--- src/svdd_pkg.sv ---
// Types and constants of the stream vbyte delta decoder.
package svdd_pkg;

  typedef enum logic [2:0] {
    ST_ID       = 3'd0,
    ST_EMPTY    = 3'd1,
    ST_CAPACITY = 3'd2,
    ST_HEADER   = 3'd3,
    ST_RANGE    = 3'd4,
    ST_OVERFLOW = 3'd5,
    ST_PAYLOAD  = 3'd6,
    ST_SIZE     = 3'd7
  } status_e;

  typedef enum logic [4:0] {
    PH_DEGREE = 5'b00001,
    PH_FIRST  = 5'b00010,
    PH_CTRL   = 5'b00100,
    PH_DELTA  = 5'b01000,
    PH_TRAIL  = 5'b10000
  } phase_e;

  localparam logic [1:0] CFG_ID_WIDTH  = 2'd0;
  localparam logic [1:0] CFG_DEG_WIDTH = 2'd1;
  localparam logic [1:0] CFG_POINTS    = 2'd2;
  localparam logic [1:0] CFG_CAPACITY  = 2'd3;

  localparam int unsigned LANES = 4;
  localparam logic [1:0] LANE_MASK = 2'h3;

  typedef struct packed {
    logic [31:0] neighbor_id;
    status_e     status;
    logic        last;
  } result_t;

endpackage

--- src/svdd_if.sv ---
// Stream interfaces for encoded bytes and decoded results.
interface svdd_in_if;
  logic       valid;
  logic       ready;
  logic [7:0] data_byte;
  logic       end_of_list;
  modport source (output valid, output data_byte, output end_of_list, input ready);
  modport sink (input valid, input data_byte, input end_of_list, output ready);
endinterface

interface svdd_out_if;
  logic        valid;
  logic        ready;
  logic [31:0] neighbor_id;
  logic [2:0]  status;
  logic        last;
  modport source (output valid, output neighbor_id, output status, output last, input ready);
  modport sink (input valid, input neighbor_id, input status, input last, output ready);
endinterface

--- src/svdd_front.sv ---
// Front part: byte parser, control store and result generation.
module svdd_front #(
  parameter int unsigned DEGREE_LIMIT = 256
) (
  input  logic              clk_i,
  input  logic              rst_ni,
  input  logic              cfg_we_i,
  input  logic [1:0]        cfg_idx_i,
  input  logic [31:0]       cfg_data_i,
  input  logic              acc_i,
  input  logic [7:0]        byte_i,
  input  logic              eol_i,
  output logic              res_valid_o,
  output svdd_pkg::result_t res_o
);

  localparam int unsigned CTRL_DEPTH = (DEGREE_LIMIT + 2) / svdd_pkg::LANES;
  localparam int unsigned CTRL_AW = (CTRL_DEPTH > 1) ? $clog2(CTRL_DEPTH) : 1;
  localparam int unsigned CL_W = CTRL_AW + 1;
  localparam logic [16:0] MAX_DEG_W = 17'(DEGREE_LIMIT);

  logic [2:0]  iw_q;
  logic [1:0]  dw_q;
  logic [31:0] pc_q;
  logic [8:0]  cap_q;

  svdd_pkg::phase_e phase_q, phase_d;
  logic [1:0]  bif_q, bif_d;
  logic [15:0] deg_q, deg_d;
  logic [15:0] ids_q, ids_d;
  logic [31:0] prev_q, prev_d;
  logic [31:0] asm_q, asm_d;
  logic [CL_W-1:0] cl_q, cl_d;
  logic [CTRL_AW-1:0] grp_q, grp_d;
  logic [1:0]  lane_q, lane_d;
  logic        drop_q, drop_d;
  logic [7:0]  cur_q, cur_d;
  logic [7:0]  rd_q;
  logic [7:0]  mem [CTRL_DEPTH];
  logic        mem_we;

  logic [2:0]  eff_iw;
  logic [2:0]  eff_dw;
  logic [16:0] eff_cap;
  logic [31:0] asm_n;
  logic [14:0] ctrl_cnt;
  logic [7:0]  lane_bits;
  logic [2:0]  len;
  logic [32:0] sum;
  logic [15:0] ids_n;
  logic        fail_en, hdr_en, emit_en, restart;
  svdd_pkg::status_e fail_code;
  logic [31:0] hdr_id, emit_id;
  logic [15:0] emit_ids;

  assign eff_iw = (iw_q == 3'd0) ? 3'd1 : ((iw_q > 3'd4) ? 3'd4 : iw_q);
  assign eff_dw = (dw_q < 2'd2) ? 3'd1 : 3'd2;
  assign eff_cap = ({8'd0, cap_q} > MAX_DEG_W) ? MAX_DEG_W : {8'd0, cap_q};
  assign asm_n = asm_q | (32'(byte_i) << {bif_q, 3'b000});
  assign ctrl_cnt = 15'(({1'b0, deg_q} + 17'd2) >> 2);
  assign lane_bits = cur_q >> {lane_q, 1'b0};
  assign len = {1'b0, lane_bits[1:0] & svdd_pkg::LANE_MASK} + 3'd1;
  assign sum = {1'b0, prev_q} + {1'b0, asm_n};
  assign ids_n = ids_q + 16'd1;

  always_comb begin
    phase_d = phase_q;
    bif_d = bif_q;
    deg_d = deg_q;
    ids_d = ids_q;
    prev_d = prev_q;
    asm_d = asm_q;
    cl_d = cl_q;
    grp_d = grp_q;
    lane_d = lane_q;
    drop_d = drop_q;
    cur_d = cur_q;
    mem_we = 1'b0;
    res_valid_o = 1'b0;
    res_o = '{neighbor_id: 32'd0, status: svdd_pkg::ST_ID, last: 1'b0};
    fail_en = 1'b0;
    fail_code = svdd_pkg::ST_ID;
    hdr_en = 1'b0;
    hdr_id = 32'd0;
    emit_en = 1'b0;
    emit_id = 32'd0;
    emit_ids = 16'd0;
    restart = 1'b0;
    if (acc_i) begin
      if (drop_q) begin
        if (eol_i) begin
          drop_d = 1'b0;
          restart = 1'b1;
        end
      end else begin
        unique case (phase_q)
          svdd_pkg::PH_DEGREE: begin
            if ({1'b0, bif_q} + 3'd1 < eff_dw) begin
              bif_d = bif_q + 2'd1;
              asm_d = asm_n;
              if (eol_i) begin
                fail_en = 1'b1;
                fail_code = svdd_pkg::ST_HEADER;
              end
            end else begin
              deg_d = asm_n[15:0];
              bif_d = 2'd0;
              asm_d = 32'd0;
              if ({1'b0, asm_n[15:0]} > eff_cap) begin
                fail_en = 1'b1;
                fail_code = svdd_pkg::ST_CAPACITY;
              end else if (asm_n[15:0] == 16'd0) begin
                if (!eol_i) begin
                  fail_en = 1'b1;
                  fail_code = svdd_pkg::ST_SIZE;
                end else begin
                  restart = 1'b1;
                  res_valid_o = 1'b1;
                  res_o = '{neighbor_id: 32'd0, status: svdd_pkg::ST_EMPTY, last: 1'b1};
                end
              end else if (eol_i) begin
                fail_en = 1'b1;
                fail_code = svdd_pkg::ST_HEADER;
              end else begin
                phase_d = svdd_pkg::PH_FIRST;
              end
            end
          end
          svdd_pkg::PH_FIRST: begin
            if ({1'b0, bif_q} + 3'd1 < eff_iw) begin
              bif_d = bif_q + 2'd1;
              asm_d = asm_n;
              if (eol_i) begin
                fail_en = 1'b1;
                fail_code = svdd_pkg::ST_HEADER;
              end
            end else begin
              prev_d = asm_n;
              bif_d = 2'd0;
              asm_d = 32'd0;
              if (ctrl_cnt == 15'd0) begin
                hdr_en = 1'b1;
                hdr_id = asm_n;
              end else if (eol_i) begin
                fail_en = 1'b1;
                fail_code = svdd_pkg::ST_HEADER;
              end else begin
                phase_d = svdd_pkg::PH_CTRL;
              end
            end
          end
          svdd_pkg::PH_CTRL: begin
            mem_we = 1'b1;
            if (cl_q == '0) begin
              cur_d = byte_i;
            end
            cl_d = cl_q + 1'b1;
            if (15'(cl_q + 1'b1) >= ctrl_cnt) begin
              hdr_en = 1'b1;
              hdr_id = prev_q;
            end else if (eol_i) begin
              fail_en = 1'b1;
              fail_code = svdd_pkg::ST_HEADER;
            end
          end
          svdd_pkg::PH_DELTA: begin
            if ({1'b0, bif_q} + 3'd1 < len) begin
              bif_d = bif_q + 2'd1;
              asm_d = asm_n;
              if (eol_i) begin
                fail_en = 1'b1;
                fail_code = svdd_pkg::ST_PAYLOAD;
              end
            end else begin
              bif_d = 2'd0;
              asm_d = 32'd0;
              if (sum[32]) begin
                fail_en = 1'b1;
                fail_code = svdd_pkg::ST_OVERFLOW;
              end else if (sum[31:0] >= pc_q) begin
                fail_en = 1'b1;
                fail_code = svdd_pkg::ST_RANGE;
              end else begin
                prev_d = sum[31:0];
                ids_d = ids_n;
                lane_d = lane_q + 2'd1;
                if (lane_q == 2'd3) begin
                  grp_d = grp_q + 1'b1;
                  cur_d = rd_q;
                end
                emit_en = 1'b1;
                emit_id = sum[31:0];
                emit_ids = ids_n;
              end
            end
          end
          svdd_pkg::PH_TRAIL: begin
            fail_en = 1'b1;
            fail_code = svdd_pkg::ST_SIZE;
          end
          default: begin
            fail_en = 1'b1;
            fail_code = svdd_pkg::ST_SIZE;
          end
        endcase
      end
    end
    if (hdr_en) begin
      if (hdr_id >= pc_q) begin
        fail_en = 1'b1;
        fail_code = svdd_pkg::ST_RANGE;
      end else begin
        ids_d = 16'd1;
        lane_d = 2'd0;
        grp_d = '0;
        emit_en = 1'b1;
        emit_id = hdr_id;
        emit_ids = 16'd1;
      end
    end
    if (emit_en) begin
      if (emit_ids >= deg_q) begin
        res_valid_o = 1'b1;
        res_o = '{neighbor_id: emit_id, status: svdd_pkg::ST_ID, last: eol_i};
        if (eol_i) begin
          restart = 1'b1;
        end else begin
          phase_d = svdd_pkg::PH_TRAIL;
        end
      end else if (eol_i) begin
        fail_en = 1'b1;
        fail_code = svdd_pkg::ST_PAYLOAD;
      end else begin
        phase_d = svdd_pkg::PH_DELTA;
        res_valid_o = 1'b1;
        res_o = '{neighbor_id: emit_id, status: svdd_pkg::ST_ID, last: 1'b0};
      end
    end
    if (fail_en) begin
      restart = 1'b1;
      drop_d = !eol_i;
      res_valid_o = 1'b1;
      res_o = '{neighbor_id: 32'd0, status: fail_code, last: 1'b1};
    end
    if (restart) begin
      phase_d = svdd_pkg::PH_DEGREE;
      bif_d = 2'd0;
      deg_d = 16'd0;
      ids_d = 16'd0;
      prev_d = 32'd0;
      asm_d = 32'd0;
      cl_d = '0;
      grp_d = '0;
      lane_d = 2'd0;
    end
  end

  always_ff @(posedge clk_i or negedge rst_ni) begin
    if (!rst_ni) begin
      iw_q <= 3'd4;
      dw_q <= 2'd2;
      pc_q <= 32'hFFFF_FFFF;
      cap_q <= 9'd256;
      phase_q <= svdd_pkg::PH_DEGREE;
      bif_q <= 2'd0;
      deg_q <= 16'd0;
      ids_q <= 16'd0;
      prev_q <= 32'd0;
      asm_q <= 32'd0;
      cl_q <= '0;
      grp_q <= '0;
      lane_q <= 2'd0;
      drop_q <= 1'b0;
    end else begin
      if (cfg_we_i) begin
        unique case (cfg_idx_i)
          svdd_pkg::CFG_ID_WIDTH:  iw_q <= cfg_data_i[2:0];
          svdd_pkg::CFG_DEG_WIDTH: dw_q <= cfg_data_i[1:0];
          svdd_pkg::CFG_POINTS:    pc_q <= cfg_data_i;
          svdd_pkg::CFG_CAPACITY:  cap_q <= cfg_data_i[8:0];
          default: ;
        endcase
      end
      phase_q <= phase_d;
      bif_q <= bif_d;
      deg_q <= deg_d;
      ids_q <= ids_d;
      prev_q <= prev_d;
      asm_q <= asm_d;
      cl_q <= cl_d;
      grp_q <= grp_d;
      lane_q <= lane_d;
      drop_q <= drop_d;
    end
  end

  always_ff @(posedge clk_i) begin
    cur_q <= cur_d;
  end

  always_ff @(posedge clk_i) begin
    if (mem_we) begin
      mem[cl_q[CTRL_AW-1:0]] <= byte_i;
    end
  end

  always_ff @(posedge clk_i) begin
    rd_q <= mem[CTRL_AW'(grp_q + 1'b1)];
  end

endmodule

--- src/svdd_fifo.sv ---
// Two-entry result queue between the front and back parts.
module svdd_fifo (
  input  logic              clk_i,
  input  logic              rst_ni,
  input  logic              push_i,
  input  svdd_pkg::result_t data_i,
  input  logic              pop_i,
  output svdd_pkg::result_t data_o,
  output logic              empty_o,
  output logic              full_o
);

  svdd_pkg::result_t mem_q [2];
  logic rd_q, wr_q;
  logic [1:0] cnt_q;

  assign data_o = mem_q[rd_q];
  assign empty_o = (cnt_q == 2'd0);
  assign full_o = (cnt_q == 2'd2);

  always_ff @(posedge clk_i or negedge rst_ni) begin
    if (!rst_ni) begin
      rd_q <= 1'b0;
      wr_q <= 1'b0;
      cnt_q <= 2'd0;
    end else begin
      if (push_i) begin
        wr_q <= ~wr_q;
      end
      if (pop_i) begin
        rd_q <= ~rd_q;
      end
      cnt_q <= cnt_q + {1'b0, push_i} - {1'b0, pop_i};
    end
  end

  always_ff @(posedge clk_i) begin
    if (push_i) begin
      mem_q[wr_q] <= data_i;
    end
  end

endmodule

--- src/svdd_back.sv ---
// Back part: output register that delivers results to the sink.
module svdd_back (
  input  logic              clk_i,
  input  logic              rst_ni,
  input  logic              empty_i,
  input  svdd_pkg::result_t data_i,
  output logic              pop_o,
  svdd_out_if.source        out_o
);

  logic              valid_q;
  svdd_pkg::result_t res_q;

  assign pop_o = !empty_i && (!valid_q || out_o.ready);
  assign out_o.valid = valid_q;
  assign out_o.neighbor_id = res_q.neighbor_id;
  assign out_o.status = res_q.status;
  assign out_o.last = res_q.last;

  always_ff @(posedge clk_i or negedge rst_ni) begin
    if (!rst_ni) begin
      valid_q <= 1'b0;
    end else if (pop_o) begin
      valid_q <= 1'b1;
    end else if (out_o.ready) begin
      valid_q <= 1'b0;
    end
  end

  always_ff @(posedge clk_i) begin
    if (pop_o) begin
      res_q <= data_i;
    end
  end

endmodule

--- src/stream_vbyte_delta_decoder.sv ---
// A result enters the queue as the byte that completes it is taken, then the output register.
// One byte per cycle while the queue has room, set by per-byte assembly, sum and range check.
// Results wait in a two-entry queue and output register, so input runs until the queue fills.
// Reset clears control state except the current control byte and sets configuration defaults.
// The control byte store is not cleared; only entries written for the current list are read.
module stream_vbyte_delta_decoder #(
  parameter int unsigned DEGREE_LIMIT = 256
) (
  input  logic        clk_i,
  input  logic        rst_ni,
  input  logic        cfg_we_i,
  input  logic [1:0]  cfg_idx_i,
  input  logic [31:0] cfg_data_i,
  svdd_in_if.sink     in_i,
  svdd_out_if.source  out_o
);

  logic              acc;
  logic              res_valid;
  svdd_pkg::result_t res;
  svdd_pkg::result_t head;
  logic              empty, full, pop;

  assign in_i.ready = !full;
  assign acc = in_i.valid && !full;

  svdd_front #(.DEGREE_LIMIT(DEGREE_LIMIT)) u_front (
    .clk_i       (clk_i),
    .rst_ni      (rst_ni),
    .cfg_we_i    (cfg_we_i),
    .cfg_idx_i   (cfg_idx_i),
    .cfg_data_i  (cfg_data_i),
    .acc_i       (acc),
    .byte_i      (in_i.data_byte),
    .eol_i       (in_i.end_of_list),
    .res_valid_o (res_valid),
    .res_o       (res)
  );

  svdd_fifo u_fifo (
    .clk_i   (clk_i),
    .rst_ni  (rst_ni),
    .push_i  (res_valid),
    .data_i  (res),
    .pop_i   (pop),
    .data_o  (head),
    .empty_o (empty),
    .full_o  (full)
  );

  svdd_back u_back (
    .clk_i   (clk_i),
    .rst_ni  (rst_ni),
    .empty_i (empty),
    .data_i  (head),
    .pop_o   (pop),
    .out_o   (out_o)
  );

endmodule

--- src/flat_wrapper.sv ---
// flat-port wrapper written by rule: the top's interface ports become plain ports
module stream_vbyte_delta_decoder_flat 
#(
  parameter int unsigned DEGREE_LIMIT = 256
)
  (clk_i, rst_ni, cfg_we_i, cfg_idx_i, cfg_data_i, in_i_valid, in_i_data_byte, in_i_end_of_list, in_i_ready, out_o_valid, out_o_neighbor_id, out_o_status, out_o_last, out_o_ready);
  svdd_in_if in_i_i ();
  svdd_out_if out_o_i ();
  input  logic clk_i;
  input  logic rst_ni;
  input  logic cfg_we_i;
  input  logic [1:0] cfg_idx_i;
  input  logic [31:0] cfg_data_i;
  input wire logic [$bits(in_i_i.valid)-1:0] in_i_valid;
  input wire logic [$bits(in_i_i.data_byte)-1:0] in_i_data_byte;
  input wire logic [$bits(in_i_i.end_of_list)-1:0] in_i_end_of_list;
  output wire logic [$bits(in_i_i.ready)-1:0] in_i_ready;
  output wire logic [$bits(out_o_i.valid)-1:0] out_o_valid;
  output wire logic [$bits(out_o_i.neighbor_id)-1:0] out_o_neighbor_id;
  output wire logic [$bits(out_o_i.status)-1:0] out_o_status;
  output wire logic [$bits(out_o_i.last)-1:0] out_o_last;
  input wire logic [$bits(out_o_i.ready)-1:0] out_o_ready;
  assign in_i_i.valid = in_i_valid;
  assign in_i_i.data_byte = in_i_data_byte;
  assign in_i_i.end_of_list = in_i_end_of_list;
  assign in_i_ready = in_i_i.ready;
  assign out_o_valid = out_o_i.valid;
  assign out_o_neighbor_id = out_o_i.neighbor_id;
  assign out_o_status = out_o_i.status;
  assign out_o_last = out_o_i.last;
  assign out_o_i.ready = out_o_ready;
  stream_vbyte_delta_decoder #(.DEGREE_LIMIT(DEGREE_LIMIT)) u_core (.clk_i(clk_i), .rst_ni(rst_ni), .cfg_we_i(cfg_we_i), .cfg_idx_i(cfg_idx_i), .cfg_data_i(cfg_data_i), .in_i(in_i_i), .out_o(out_o_i));
endmodule
--- config.mk ---
export PLATFORM = sky130hd
export DESIGN_NAME = stream_vbyte_delta_decoder_flat
export DESIGN_NICKNAME = d
export VERILOG_FILES = /design/src/svdd_pkg.sv /design/src/svdd_if.sv /design/src/svdd_front.sv /design/src/svdd_fifo.sv /design/src/svdd_back.sv /design/src/stream_vbyte_delta_decoder.sv /design/src/flat_wrapper.sv
export SDC_FILE = /design/constraint.sdc
export NUM_CORES = 1
export LEC_CHECK = 0
export BUFFER_PORTS_ARGS = -buffer_cell sky130_fd_sc_hd__buf_2
export CAP_MARGIN = 20
export CORE_AREA = 2 2 224 315
export CTS_BUF_LIST = sky130_fd_sc_hd__clkbuf_16
export DETAILED_ROUTE_END_ITERATION = 8
export DIE_AREA = 0 0 226 317
export PLACE_DENSITY = 0.73
export RECOVER_POWER = 25
export SLEW_MARGIN = 25
export SYNTH_ARGS = -nofsm -noshare
export SYNTH_HDL_FRONTEND = slang
export SYNTH_SLANG_ARGS = --single-unit
--- constraint.sdc ---
create_clock -name clk_i -period 18.54 [get_ports clk_i]
set_input_delay 0.927 -clock clk_i [delete_from_list [all_inputs] [get_ports clk_i]]
set_output_delay 0.927 -clock clk_i [all_outputs]
set_load 0.03 [all_outputs]
# == Yosys cells after proc, flatten, opt, wreduce, memory -nomap -nowiden ==
# Memory sizes are Yosys's and may differ from the RTL's. A register that Yosys moved wholly into a read port is not among the register bits.
# Cells that the tools add are included.
# classes
n_addsub,12
n_lt_le_gt_ge,11
n_eq_ne,20
shift,2
mux,198
bitwise_logic,4
n_reduce_logical,30
# op_table
cell,n
32-bit 2-to-1 mux,26
16-bit 2-to-1 mux,22
36-bit 2-to-1 mux,5
32-bit one-hot mux with 2 select lines,2
32-bit one-hot mux with 3 select lines,1
5-bit 2-to-1 mux,14
32-bit >= comparator,2
6-bit 2-to-1 mux,10
1-bit 2-to-1 mux,59
3-bit 2-to-1 mux,18
2-bit 2-to-1 mux,25
8-bit 2-to-1 mux,5
32-bit by 32-bit adder with 33-bit output,1
32-bit bitwise OR,1
8-bit by 5-bit << shifter with 32-bit output,1
7-bit 2-to-1 mux,4
16-bit by 2-bit adder with 17-bit output (second input constant),1
16-bit by 1-bit adder with 16-bit output (second input constant),1
16-bit >= comparator,1
16-bit by 9-bit greater-than comparator with 1-bit output,1
16-bit zero test,1
8-bit one-hot mux with 2 select lines,1
8-bit by 15-bit >= comparator with 1-bit output,1
15-bit zero test,1
other kinds (43),73
# totals
reg_bits,178
mem_bits_rw,584
word_cells,298
mem_count,2
# mem_list
name,words,word_bits,read_ports,rd_clocked_by_memory_dff,write_ports,line,source
u_core.u_front.mem,64,8,1,1,1,svdd_front.sv:39,logic [7:0] mem [CTRL_DEPTH];
u_core.u_fifo.mem_q,2,36,1,1,1,svdd_fifo.sv:13,svdd_pkg::result_t mem_q [2];

# == Longest topological paths before layout ==
# Gate-level depths: netlist (run 1).
# logic_depth
ltp_word,18
depth_mapped,35
depth_no_buf,31

# == Modules after synthesis ==
# Synthesis (run 1) repeated with hierarchy kept, for this count alone.
# hier_totals
cells_unflattened,2599
area_unflattened_um2,37898.8
# modules_own_cells
module,n_inst,cells_each,area_per_inst_um2
svdd_front,1,2429,33813.7
svdd_fifo,1,127,2944.1
svdd_back,1,41,1131.1
stream_vbyte_delta_decoder,1,2,10.0

# == Least setup slack after synthesis (run 1) ==
# No wires, ideal clock.
# synth_timing
path_type,input to register
startpoint,input port in_i_data_byte[2]
endpoint,memory u_core.u_fifo.mem_q[0][10] in the netlist's numbering (data pin)
setup_time_ns,0.270
arrival_time_ns,7.310
required_ns,18.270
slack_ns,10.960
stages,27
path_cell_list,a21oi_1 -> inv_1 -> ha_1 -> nor2b_1 -> o31a_1 -> o311ai_1 -> a31oi_1 -> a221o_1 -> a41oi_1 -> xnor2_1 -> ha_1 -> a2111oi_0 -> a31oi_1 -> a211oi_1 -> o211ai_1 -> nor3_1 -> clkbuf_1 -> and2_1 -> ha_1 -> a21o_1 -> a21o_1 -> a21o_1 -> a211oi_1 -> o211ai_1 -> a21oi_1 -> clkbuf_1 -> nor2_1
# synth_lines
element,line,source
"start, declared",flat_wrapper.sv:15,input wire logic [$bits(in_i_i.data_byte)-1:0] in_i_data_byte;
"end, declared",svdd_fifo.sv:13,

==> results of run 1 <==
worst register-to-register path, delay by kind of cell, from the launching register on:
family | cells | cell delay, ns
AO/OA/AOI/OAI | 12 | 4.04
flip-flops | 1 | 0.54
adder cells (fa/ha/maj) | 3 | 0.94
AND/OR/NAND/NOR | 12 | 2.77
buffers and inverters | 2 | 0.59
stage by stage:
step | instances | utilization (%) | hold WS (ns) | worst slack, ns | power (uW)
6_report | 3644 | 60.5 | 0.486 | 7.80 | 4660
5_1_grt | 3644 | 60.5 | 0.481 | 6.98 | 4860
4_1_cts | 3643 | 60.6 | 0.214 | 9.47 | 4690
3_5_place_dp | 3498 | 56.9 | 0.479 | 9.30 | 3140
3_3_place_gp | 3497 | 56.9 | 0.478 | 9.69 | 3110
2_1_floorplan | 2576 | - | 0.455 | 10.96 | 2830
state kept, by name, indices dropped and copies added, names as in the netlist, 16 cells and up:
signal and flops:
u_core.u_front.mem 512, u_core.u_fifo.mem_q 72, u_core.u_back.out_o.neighbor_id 32, u_core.u_front.asm_q 32, u_core.u_front.pc_q 32, u_core.u_front.prev_q 32
u_core.u_front.deg_q 16, u_core.u_front.ids_q 16
cell usage after synthesis, types with 5 or more instances:
library cell and number:
edfxtp_1 628, nor2_1 280, mux4_2 170, ha_1 146, dfrtp_1 133, nand2_1 113, a21oi_1 96, clkbuf_1 90
inv_1 88, a22oi_1 87, mux2_2 85, o21ai_0 47, nand3_1 46, xnor2_1 46, a21o_1 42, a211oi_1 41
dfstp_2 36, nor3_1 36, xor2_1 30, nand4_1 24, and3_1 21, mux2i_1 21, nand2b_1 19, a31oi_1 16
buf_1 15, buf_2 15, and2_1 14, nor2b_1 14, o211ai_1 13, nor4_1 11, nor3_2 10, o21a_1 10
dfxtp_1 8, or2_2 8, or3_1 7, a311oi_1 6, o21bai_1 6, a211o_1 5, a41oi_1 5, and4_1 5
kinds of logic (layout without fill, tap and decap cells):
| family | count (synthesis) | in the layout | share of synthesized area [%] |
|---|---|---|---|
| muxes | 276 | 276 | 13.3 |
| and+or+nand+nor | 632 | 632 | 7.94 |
| xor gates and xnor gates | 76 | 76 | 1.77 |
| buffers and inverters | 213 | 353 | 2.26 |
| DFF | 805 | 805 | 62.0 |
| adders and majority gates | 148 | 148 | 4.97 |
| AOI/OAI and AO/OA | 426 | 426 | 7.80 |
layer usage:
metal | GRT usage (%) | vias to the layer above | wire (um)
li1 | - | 10100 | -
met4 | 13.8 | 0 | 4780
met5 | 0 | - | 0
met3 | 3.04 | 235 | 4380
met1 | 30.4 | 11500 | 33500
met2 | 48.2 | 848 | 50000
power by group:
group          leakage [uW]  internal [uW]  switching [uW]  total [uW]
registers           0.00795           2100            68.6        2170
clock network       0.00127            861             691        1550
logic               0.00573            309             636         945
total                0.0149           3270            1400        4660
worst paths after layout:
check / from / endpoint
max: in_i_data_byte[4] / u_core.u_fifo.mem_q[0][10]
min: u_core.u_front.rd_q[3] / u_core.u_front.cur_q[3]
max reg2reg: u_core.u_front.bif_q[0] / u_core.u_fifo.mem_q[0][10]
min reg2reg: u_core.u_front.rd_q[3] / u_core.u_front.cur_q[3]
max in group asynchronous: rst_ni / u_core.u_fifo.rd_q
min in group asynchronous: rst_ni / u_core.u_back.out_o.valid
area by class of cell:
class,count,area (um^2),share of cell area [%]
Clock buffer,80,2000,4.82
Clock inverter,65,502,1.21
Inverter,89,334,0.804
Multi-Input combinational cell,1558,13600,32.6
Sequential cell,805,23300,56.1
Tap cell,928,1160,2.80
Timing Repair Buffer,119,682,1.64
==> metrics, run 1 <==
relative slew slack -108%; initial antenna violation count 1; Routed WL around 90,000 um; commonest non-fill, non-tap cell in the layout edfxtp_1; top cell family by delay on the critical path compound AO/OA/AOI/OAI gates; post-synthesis average cell area between 10 and 15 um^2; count of clock tree sinks about 800; total gr overflow 0; syn nets between 2,000 and 3,000; main area contributors after synthesis edfxtp_1, mux4_2, dfrtp_1; die height roughly 320 um; failing checks capacitance limit, slew limit; Synth cell types 80; nets about 2,800; cell depth of the worst setup path 30; Core ar. a little under 70,000 um^2; synthesis-to-finish area growth 10.5%; post-detail-place hpwl ~63,000 um; synthesized area between 30,000 and 40,000 um^2; Max Freq slightly above 90 MHz; Setup Skew about 0.045 ns; CTS H-tree lvls 3; share of Yosys cell area claimed by the top area cell type between 50% and 60%; status finished, violations left; Max Transition Viols Final slightly above 500; post-route cell area between 40,000 and 50,000 um^2; most frequent cells in the layout edfxtp_1, nor2_1, mux4_2, ha_1, dfrtp_1; standard-cell row count between 100 and 150; DR WL/cell 25.4 um; Max-cap violations 9; yosys warns 0; top_reg_cell synth edfxtp_1; Residual DRC 0; worst slew pin tran between 3 and 4 ns; CP startpoint kind input port; Vias ~23,000; CTS tree done; final worst path period share approximately 58%; # diodes 0; vias in the first global route 23,400; Post-DRT Antenna Nets 0; Starting Density 54.8%; Yosys reg bits around 810; PD cells 112 nW/um^2; first-pass GRT wire length about 140,000 um; worst hold path depth 2; clock buffer depth 3; GRT Resource Usage Total a little over a quarter; Worst path most repeated cell a21oi_1; DR pass1 iterations 6; drt initial violations around 2,200; asr flop ratio synth 21.0%; WP data arrival roughly 11 ns; CP Capture Type flop; Die Wd roughly 230 um; Data required, critical path ~19 ns; FILL cells a little over 5,000; leakage power about 0.015 uW; final setup violation count 0; post-CTS sizing 0; HP Class reg2reg; RSZ-0062 raised after global routing no; critical path peak fanout 69; Vias/cell between 6 and 7; Final TNS setup 0 ns; dpl cell area 39,000 um^2; fraction of layout cells with a size suffix above 1 between 20% and 30%; CP max-delay cell clkbuf_1; CTS clock-pin slew for the worst setup and hold paths ~0.060 ns; Crit Path Category in2reg; gpl congestion approximately 0.94; Buf/Inv on CP 4; Port Buffer Count 85; internal reg-to-reg setup slack ~9.4 ns; clk_lat worst skew 0.65 ns; # Post-CTS Setup Buffers 0; die area ~72,000 um^2; EDFF count, synth 628; Reg2Reg Depth 29; final hold viol count 0; Root Buffer clkbuf_16; number of CTS-inserted buffers ~80; register area share after synthesis between 60% and 70%; cells after synthesis 2,576; largest net degree at the start of global routing slightly above 100; Final Critical Period ~11 ns; I/O pins 86; Max IR drop VDD between 0.09 and 0.1 mV; largest area contributor in the netlist edfxtp_1; CTS Hold Buffers Added 0; max incr delay on CP 2.12 ns
No activity file was read; power rests on OpenSTA's default activity.
==> run 2, diff against run 1 <==
--- a/config.mk
+++ b/config.mk
@@ -5,13 +5,14 @@
 export SDC_FILE = /design/constraint.sdc
 export NUM_CORES = 1
 export LEC_CHECK = 0
+export ABC_AREA = 1
 export BUFFER_PORTS_ARGS = -buffer_cell sky130_fd_sc_hd__buf_2
 export CAP_MARGIN = 20
-export CORE_AREA = 2 2 224 315
+export CORE_AREA = 2 2 231 325
 export CTS_BUF_LIST = sky130_fd_sc_hd__clkbuf_16
 export DETAILED_ROUTE_END_ITERATION = 8
-export DIE_AREA = 0 0 226 317
-export PLACE_DENSITY = 0.73
+export DIE_AREA = 0 0 233 327
+export PLACE_DENSITY = 0.76
 export RECOVER_POWER = 25
 export SLEW_MARGIN = 25
 export SYNTH_ARGS = -nofsm -noshare
==> constraint.sdc (replaced) <==
create_clock -name clk_i -period 8.8 [get_ports clk_i]
set_input_delay 0.44 -clock clk_i [delete_from_list [all_inputs] [get_ports clk_i]]
set_output_delay 0.44 -clock clk_i [all_outputs]
set_load 0.03 [all_outputs]
==> metrics, run 2 <==
yosys warns 0 (unchanged); EDFF count, synth 628 (unchanged); cells after synthesis 3,965 (+54%); Yosys reg bits 805 (unchanged); sw frac 33.8% (+3.9 points); largest area contributor in the netlist edfxtp_1; GRT Resource Usage Total 29.5% (+3.1 points); clock buffer depth 3 (unchanged); post-detail-place hpwl 75,200 um (+20%); Max-cap violations 9 (unchanged); Vias 30,600 (+35%); CP startpoint kind flop; dpl cell area 41,400 um^2 (+6.0%); main area contributors after synthesis edfxtp_1, dfrtp_1, nand2_1; Core ar. 73,400 um^2 (+7.0%); synthesized area 40,000 um^2 (+6.4%); Data required, critical path 9.14 ns (-9.76 ns); Switch Pwr 3590 uW (+160%); initial antenna violation count 1 (unchanged); Post-DRT Antenna Nets 0 (unchanged); DR WL/cell 22.4 um (-12%); most frequent cells in the layout nand2_1, edfxtp_1, nor2_1, inv_1, o21ai_0; vias in the first global route 29,600 (+26%); Max Transition Viols Final 615 (+19%); CTS tree done; final worst path period share 93.6%; PD cells 242 nW/um^2 (+120%); critical path peak fanout 32 (-54%); CP max-delay cell o21ai_1; top post-synthesis cells by count nand2_1, edfxtp_1, nor2_1; commonest non-fill, non-tap cell in the layout nand2_1; Max IR drop VDD 0.264 mV (+170%); CTS clock-pin slew for the worst setup and hold paths 0.06 ns (about the same); drt initial violations 3,062 (+37%); WP data arrival 8.58 ns (-2.53 ns); Port Buffer Count 85 (unchanged); relative slew slack -297% (-190 points); CP Capture Type flop; P_int 7030 uW (+120%); clk_lat worst skew 0.64 ns (about the same); number of CTS-inserted buffers 76 (-2.6%); most frequent cell after synthesis nand2_1; Root Buffer clkbuf_16; post-route cell area 43,900 um^2 (+5.7%); share of Yosys cell area claimed by the top area cell type 47.2% (-3.0 points); RSZ-0062 raised after global routing no; Total Power 10,600 uW (+130%); fraction of layout cells with a size suffix above 1 8.52% (-12 points); first-pass GRT wire length 170,000 um (+21%); failing checks capacitance limit, slew limit; Buf/Inv on CP 5 (+1); nets 4,183 (+47%); syn nets 4,161 (+50%); combinational share of power 25.7% (+5.4 points); standard-cell row count 118 (+3.5%); Starting Density 54.5% (-0.30 points); Clk pwr share 31.3% (-2.0 points); register area share after synthesis 58.3% (-3.7 points); max FFs per register 512 (unchanged); Synth cell types 64 (-20%); gpl congestion 0.973 (+3.0%); I/O pins 86 (unchanged); final setup violation count 0 (unchanged); Final TNS setup 0 ns (unchanged); largest net degree at the start of global routing 257 (+150%); Residual DRC 0 (unchanged); post-synthesis average cell area 10.1 um^2 (-31%); Die Wd 233 um (+3.1%); asr flop ratio synth 21.0% (unchanged); max incr delay on CP 0.57 ns (-1.55 ns); DR pass1 iterations 8 (+2); die height 327 um (+3.2%); Seq pwr share 43.0% (-3.5 points); Vias/cell 6.10 (-2.1%); die area 76,200 um^2 (+6.3%); Util after Layout 59.8% (-0.73 points); CTS H-tree lvls 3 (unchanged); Worst path most repeated cell nand2_1; worst slew pin tran 5.96 ns (+2.85 ns); top cell family by delay on the critical path compound AO/OA/AOI/OAI gates; Crit Path Category reg2reg; # Post-CTS Setup Buffers 0 (unchanged); synthesis-to-finish area growth 9.77%; count of clock tree sinks 805 (unchanged); status finished, violations left; leakage power 0.0169 uW (+13%); FILL cells 6,016 (+19%); top_reg_cell synth edfxtp_1; Setup Skew 0.0362 ns (-0.00873 ns); HP Class in2reg; final hold viol count 0 (unchanged); Final Critical Period 8.24 ns; total gr overflow 0 (unchanged); Max Freq 121 MHz; Routed WL 112,000 um (+21%)
==> run 2: cell count changes after synthesis, moves of 68 or more <==
cell / before / now
nand2_1: 113 / 631
nand3_1: 46 / 194
nor2_1: 280 / 534
o221ai_1: 0 / 77
mux4_2: 170 / 0
a21oi_1: 96 / 203
clkbuf_1: 90 / 158
inv_1: 88 / 332
mux2_2: 85 / 0
nand4_1: 24 / 109
o21ai_0: 47 / 273
==> run 2: kinds of logic after synthesis <==
kind of cell | after synthesis | share of synthesized area (%)
flops | 805 | 58.3
simple gates | 1535 | 16.2
xor+xnor | 44 | 0.964
buf+inv | 558 | 5.50
compound gates | 798 | 12.5
fa+ha+maj | 148 | 4.67
mux | 77 | 1.93
==> run 2: worst reg2reg max path: cells and delay by family, from the launching register on <==
kind | cells | cell delay [ns]
adders and majority gates | 3 | 1.08
and+or+nand+nor | 15 | 2.53
AOI/OAI and AO/OA | 11 | 3.10
buffers and inverters | 5 | 0.75
DFF | 1 | 0.51
==> run 2: power groups by stage <==
stage                     logic [uW]  clock network, uW  registers [uW]
final                           2730               3320            4570
after global routing            2970               3500            4590
after global placement          2630                  0            4630
after floorplan                 1600                  0            4800
after CTS                       2680               3360            4560
after detailed placement        2660                  0            4640
==> run 2: per-stage QoR <==
stage	hold WS [ns]	cells	setup WS (ns)
2_1_floorplan	0.144	3965	2.27
3_3_place_gp	0.476	4867	0.647
3_5_place_dp	0.485	4867	0.433
4_1_cts	0.00524	5008	0.493
5_1_grt	0.0354	5010	0.0198
6_report	0.0298	5012	0.564
==> run 2: timing repair <==
item                                    4_1_cts  5_1_grt
hold buffers                                  1        0
endpoints found under the setup margin        0       64
resized for setup                             0        1
hold endpoints to repair                     48        0
==> run 2: final cells by class <==
cell class / count / area (um^2) / area share, %
repair buffers: 157 / 988 / 2.25
clock buffers: 78 / 1950 / 4.45
diodes: 3 / 7.51 / 0.0171
multi-input cells: 2602 / 14600 / 33.2
well taps: 960 / 1200 / 2.74
clock inverters: 62 / 563 / 1.28
inverters: 345 / 1300 / 2.96
flip-flops and latches: 805 / 23300 / 53.1
==> run 2: layer usage <==
metal	track usage (%)	vias up	share of wire (%)
met5	0	-	0
met4	19.7	0	7.4
met3	4.07	358	6.7
met2	51.1	1379	50
met1	33.8	14700	35
li1	-	14100	-
==> run 2: final timing paths <==
check                                        start                         end  slack, ns  cells after the start
setup / recovery           u_core.u_front.bif_q[0]  u_core.u_fifo.mem_q[0][11]       0.56                     34
hold / removal                      cfg_data_i[12]     u_core.u_front.pc_q[12]       0.03                      3
min in group asynchronous                   rst_ni   u_core.u_back.out_o.valid       2.58                      2
max in group asynchronous                   rst_ni     u_core.u_front.grp_q[0]       2.02                      2
setup reg to reg           u_core.u_front.bif_q[0]  u_core.u_fifo.mem_q[0][11]       0.56                     34
hold reg to reg             u_core.u_front.rd_q[2]     u_core.u_front.cur_q[2]       0.49                      2
